`src/oamr_pkg.sv`:
```
// Shared types, codes and constants for the operand addressing mode resolver.
package oamr_pkg;

    // Default memory depth in 16-bit words
    localparam int DEF_MEM_WORDS = 4096;

    // Request kinds carried in the mode field
    localparam logic [1:0] KIND_WR_REG  = 2'd0;
    localparam logic [1:0] KIND_WR_MEM  = 2'd1;
    localparam logic [1:0] KIND_RESOLVE = 2'd2;

    // First register that always steps by a word (stack pointer)
    localparam logic [2:0] REG_SP = 3'd6;

    // Operand addressing modes, bits 5:3 of the specifier
    typedef enum logic [2:0] {
        AM_REG,
        AM_DEF,
        AM_AUTOINC,
        AM_AUTOINC_DEF,
        AM_AUTODEC,
        AM_AUTODEC_DEF,
        AM_INDEX,
        AM_INDEX_DEF
    } am_t;

    // Controller states
    typedef enum logic [2:0] {
        ST_CLEAR,
        ST_IDLE,
        ST_ADDR,
        ST_IND,
        ST_DATA
    } state_t;

    // Commands from controller to datapath
    typedef struct packed {
        logic clear_wr;   // write zero at clear pointer, advance it
        logic load_reg;   // register write request
        logic load_mem;   // memory write request
        logic capture;    // latch resolve request
        logic addr_step;  // first address, register update, first read
        logic ind_step;   // take pointer word, second read
        logic res_fast;   // result from register file alone
        logic res_data;   // result from memory read data
    } cmd_t;

    // Status from datapath to controller
    typedef struct packed {
        logic clear_last;
        am_t  am;
    } sts_t;

    // Sign extend a byte to a word
    function automatic logic [15:0] sext8(input logic [7:0] b);
        return {{8{b[7]}}, b};
    endfunction

endpackage

```
`src/oamr_ctrl.sv`:
```
// Controller: sequences memory clearing, load requests and operand resolution.
module oamr_ctrl (
    input  logic           clk,
    input  logic           rst_n,
    input  logic           req_valid,
    output logic           req_ready,
    input  logic [1:0]     req_mode,
    output logic           rsp_valid,
    input  logic           rsp_ready,
    input  oamr_pkg::sts_t sts,
    output oamr_pkg::cmd_t cmd
);

    oamr_pkg::state_t state_reg;
    oamr_pkg::state_t state_next;
    logic             out_valid_reg;
    logic             out_valid_next;
    logic             out_free;

    // Result register can take a new response
    assign out_free = !out_valid_reg || rsp_ready;

    always_ff @(posedge clk or negedge rst_n)
    begin
        if (!rst_n)
        begin
            state_reg     <= oamr_pkg::ST_CLEAR;
            out_valid_reg <= 1'b0;
        end
        else
        begin
            state_reg     <= state_next;
            out_valid_reg <= out_valid_next;
        end
    end

    // Next state and commands
    always_comb
    begin
        state_next = state_reg;
        cmd        = '0;
        unique case (state_reg)
            oamr_pkg::ST_CLEAR:
            begin
                cmd.clear_wr = 1'b1;
                if (sts.clear_last)
                    state_next = oamr_pkg::ST_IDLE;
            end
            oamr_pkg::ST_IDLE:
            begin
                if (req_valid)
                begin
                    unique case (req_mode)
                        oamr_pkg::KIND_WR_REG:  cmd.load_reg = 1'b1;
                        oamr_pkg::KIND_WR_MEM:  cmd.load_mem = 1'b1;
                        oamr_pkg::KIND_RESOLVE:
                        begin
                            cmd.capture = 1'b1;
                            state_next  = oamr_pkg::ST_ADDR;
                        end
                        default: ;
                    endcase
                end
            end
            oamr_pkg::ST_ADDR:
            begin
                unique case (sts.am)
                    oamr_pkg::AM_REG, oamr_pkg::AM_INDEX, oamr_pkg::AM_INDEX_DEF:
                    begin
                        if (out_free)
                        begin
                            cmd.res_fast = 1'b1;
                            state_next   = oamr_pkg::ST_IDLE;
                        end
                    end
                    oamr_pkg::AM_DEF, oamr_pkg::AM_AUTOINC, oamr_pkg::AM_AUTODEC:
                    begin
                        cmd.addr_step = 1'b1;
                        state_next    = oamr_pkg::ST_DATA;
                    end
                    oamr_pkg::AM_AUTOINC_DEF, oamr_pkg::AM_AUTODEC_DEF:
                    begin
                        cmd.addr_step = 1'b1;
                        state_next    = oamr_pkg::ST_IND;
                    end
                endcase
            end
            oamr_pkg::ST_IND:
            begin
                cmd.ind_step = 1'b1;
                state_next   = oamr_pkg::ST_DATA;
            end
            oamr_pkg::ST_DATA:
            begin
                if (out_free)
                begin
                    cmd.res_data = 1'b1;
                    state_next   = oamr_pkg::ST_IDLE;
                end
            end
            default: state_next = oamr_pkg::ST_IDLE;
        endcase
    end

    // Response valid flag
    always_comb
    begin
        if (cmd.res_fast || cmd.res_data)
            out_valid_next = 1'b1;
        else if (rsp_ready)
            out_valid_next = 1'b0;
        else
            out_valid_next = out_valid_reg;
    end

    assign req_ready = (state_reg == oamr_pkg::ST_IDLE);
    assign rsp_valid = out_valid_reg;

endmodule
```
`config.mk`:
```
export PLATFORM = sky130hd
export DESIGN_NAME = oamr_ctrl
export DESIGN_NICKNAME = d
export VERILOG_FILES = /design/src/oamr_pkg.sv /design/src/oamr_ctrl.sv
export SDC_FILE = /design/constraint.sdc
export NUM_CORES = 1
export LEC_CHECK = 0
export BUFFER_PORTS_ARGS = -buffer_cell sky130_fd_sc_hd__buf_2
export CAP_MARGIN = 20
export CORE_AREA = 8 8 45 47
export DETAILED_ROUTE_END_ITERATION = 10
export DIE_AREA = 0 0 53 55
export SLEW_MARGIN = 20
export SYNTH_ARGS = -nofsm -noshare
export SYNTH_HDL_FRONTEND = slang
export SYNTH_SLANG_ARGS = --single-unit
```
`constraint.sdc`:
```
create_clock -name clk -period 2.6 [get_ports clk]
set_input_delay 0.13 -clock clk [delete_from_list [all_inputs] [get_ports clk]]
set_output_delay 0.13 -clock clk [all_outputs]
set_load 0.005 [all_outputs]
```
==> results.json <==
{
  "r2r_cells": 4,
  "drt_pass1_iterations": 4,
  "postCtsSetupRepairBufs": 0,
  "status": "complete, no violations",
  "io_buffer_count": 19,
  "cp_slowest_stage_delay_ns": 0.51,
  "startpoint_type": "register",
  "synthMuxAreaShare_pct": 0,
  "hold_depth": 3,
  "tns_ns": 0,
  "syn_area_um2": 338,
  "cts.repair.resized": 0,
  "vdd_drop_max_mv": 0.198,
  "cp-end-kind": "output pin",
  "wl_um": 877,
  "timing.fmax_mhz": 612,
  "synth_simple_gate_area_share_pct": 40.4,
  "setup_ws_ns": 0.967,
  "ys_ff_latch": 4,
  "wl_met2_um": 382,
  "clock_sinks": 4,
  "clk_latency_ns": 0.23,
  "placed_cells_incl_taps": 75,
  "cts_tree": "yes",
  "grt-ovfl-total": 0,
  "drive_gt1_share_pct": 41.3,
  "fin_crit_sh_pct": 62.8,
  "avgSynthCellArea_um2": 8.04,
  "timing.final.hold_violations": 0,
  "coreArea_mm2": 0.00138,
  "post_drt_wl_per_cell_um": 11.1,
  "dieHeight_um": 55,
  "final_cell_mix": "buf_2, o21ai_0, dfrtp_1",
  "hp-class": "in2reg",
  "arrival_ns": 1.50,
  "yosys.area.top_type": "dfrtp_1",
  "nNetsFinal": 75,
  "ys.flop_type": "dfrtp_1",
  "rsz0062_at_grt": "no",
  "yosysSeqAreaShare_pct": 29.6,
  "tightest_slew_ns": 0.348,
  "postLayoutCellArea_um2": 470,
  "yosys.area_share.xor_xnor_pct": 2.59,
  "wl_met1_um": 417,
  "gp_congestion": 0.774,
  "place_area_um2": 438,
  "cts_buffer_depth": 2,
  "r2r-start": "state_reg[0]",
  "netlist_top_cells_area": "dfrtp_1, o21ai_0, nand2b_1",
  "cpLargestDelayFamily": "simple AND/OR/NAND/NOR gates",
  "die_w_um": 53,
  "cts-buffers-inserted": 3,
  "clk_pin_slew_worst_paths_ns": 0.03,
  "highest_layer": "met3",
  "largest_register_ffs": 3,
  "synth-edff-count": 0,
  "critPathBufInv": 2,
  "grt_pass1_vias": 384,
  "worstSetupStartpoint": "state_reg[0]",
  "min_from": "sts[3]",
  "place_ws_ns": 1.21,
  "setup_viol": 0,
  "syn_nets": 52,
  "syn-instance-count": 42,
  "max-cap-violations": 0,
  "dp.final_hpwl_um": 732,
  "layout_commonest_cell": "buf_2",
  "ant_nets": 0,
  "io_pins": 20,
  "route.detailed.drc": 0,
  "diodes": 0,
  "crit_type": "reg2out",
  "finalMaxSlewViolations": 0,
  "fin_util_pct": 34.0,
  "p_per_area_mw_per_mm2": 479,
  "start_util_pct": 24.4,
  "grt_use_total_pct": 6.68,
  "skew_ns": 0.00257,
  "finalCriticalPeriod_ns": 1.63,
  "path_max_fanout": 11,
  "die-area_mm2": 0.00292,
  "grt_pass1_wl_mm": 1.48,
  "p_leak_uw": 0.000232,
  "antenna_found_initial": 0,
  "synth_top_area_share_pct": 29.6,
  "ys_types": 24,
  "fin_cells": 79,
  "cp_cell_sequence": "or3b_4, inv_2, and3_4, buf_2",
  "cts-htree-levels": 1,
  "path_depth": 4,
  "async_flop_share_pct": 100,
  "cpMaxStageDelayCell": "dfrtp_1",
  "syn2layout_area_growth_pct": 39.3,
  "vias": 374,
  "hold_buffers": 1,
  "synth-compound-area-share_pct": 21.9,
  "first_iter_violations": 13,
  "critPathRequiredTime_ns": 2.47,
  "synth_warnings": 0,
  "row_count": 14,
  "relSlewSlack_pct": 76.8,
  "grt_max_degree": 12,
  "synth_top_family_by_area": "simple AND/OR/NAND/NOR gates",
  "wl_met3_um": 78,
  "synth-adder-area-share_pct": 0,
  "vias_per_cell": 4.73,
  "cts_root_buffer": "clkbuf_4"
}
metrics by stage:
stage	total power [uW]	hold WS, ns
floorplan	125	-0.166
global placement	151	-0.0643
detailed placement	152	-0.0630
CTS	230	0.192
global route	246	0.221
finish	225	0.187
report_power, final:
part           switching (uW)  total, uW  internal [uW]
logic                    31.2       68.3           37.1
clock network            22.5       74.0           51.4
registers                13.8       83.0           69.2
total                    67.6        225            158
layout make-up:
class	count	area, um^2
inverters	1	3.75
flip-flops and latches	4	100
fillers	152	913
repair buffers	20	105
clock buffers	3	22.5
multi-input cells	35	219
well taps	16	20.0
worst min-delay path: stages:
cell	delay [ns]
buf_2	0.08
nor4_1	0.04
a21oi_1	0.12
cell usage after synthesis (2+ instances only):
cell type	count
a21oi_1	3
dfrtp_1	4
nand2_1	2
nand2b_1	3
nor2_1	2
nor2b_1	3
nor3_1	3
nor4_1	2
o21ai_0	5
logic make-up (layout without fill, tap and decap cells):
kind of cell,after synthesis,in the layout
buffers and inverters,3,24
AOI/OAI and AO/OA,12,12
xor gates and xnor gates,1,1
DFF,4,4
and+or+nand+nor,22,22
path summary, 6_finish.rpt:
kind                                 to  slack [ns]
setup / recovery                 cmd[4]        0.97
setup reg to reg           state_reg[1]        1.25
max in group asynchronous  state_reg[1]        2.25
min in group asynchronous  state_reg[2]        0.23
hold reg to reg               rsp_valid        0.55
hold / removal             state_reg[0]        0.19
per-layer routing:
metal,vias to the layer above,global-route usage [%]
met1,162,7.65
li1,195,-
met2,17,9.38
met5,-,0
met3,0,4.01
met4,0,3.88
Power figures use the tool's default switching activity.
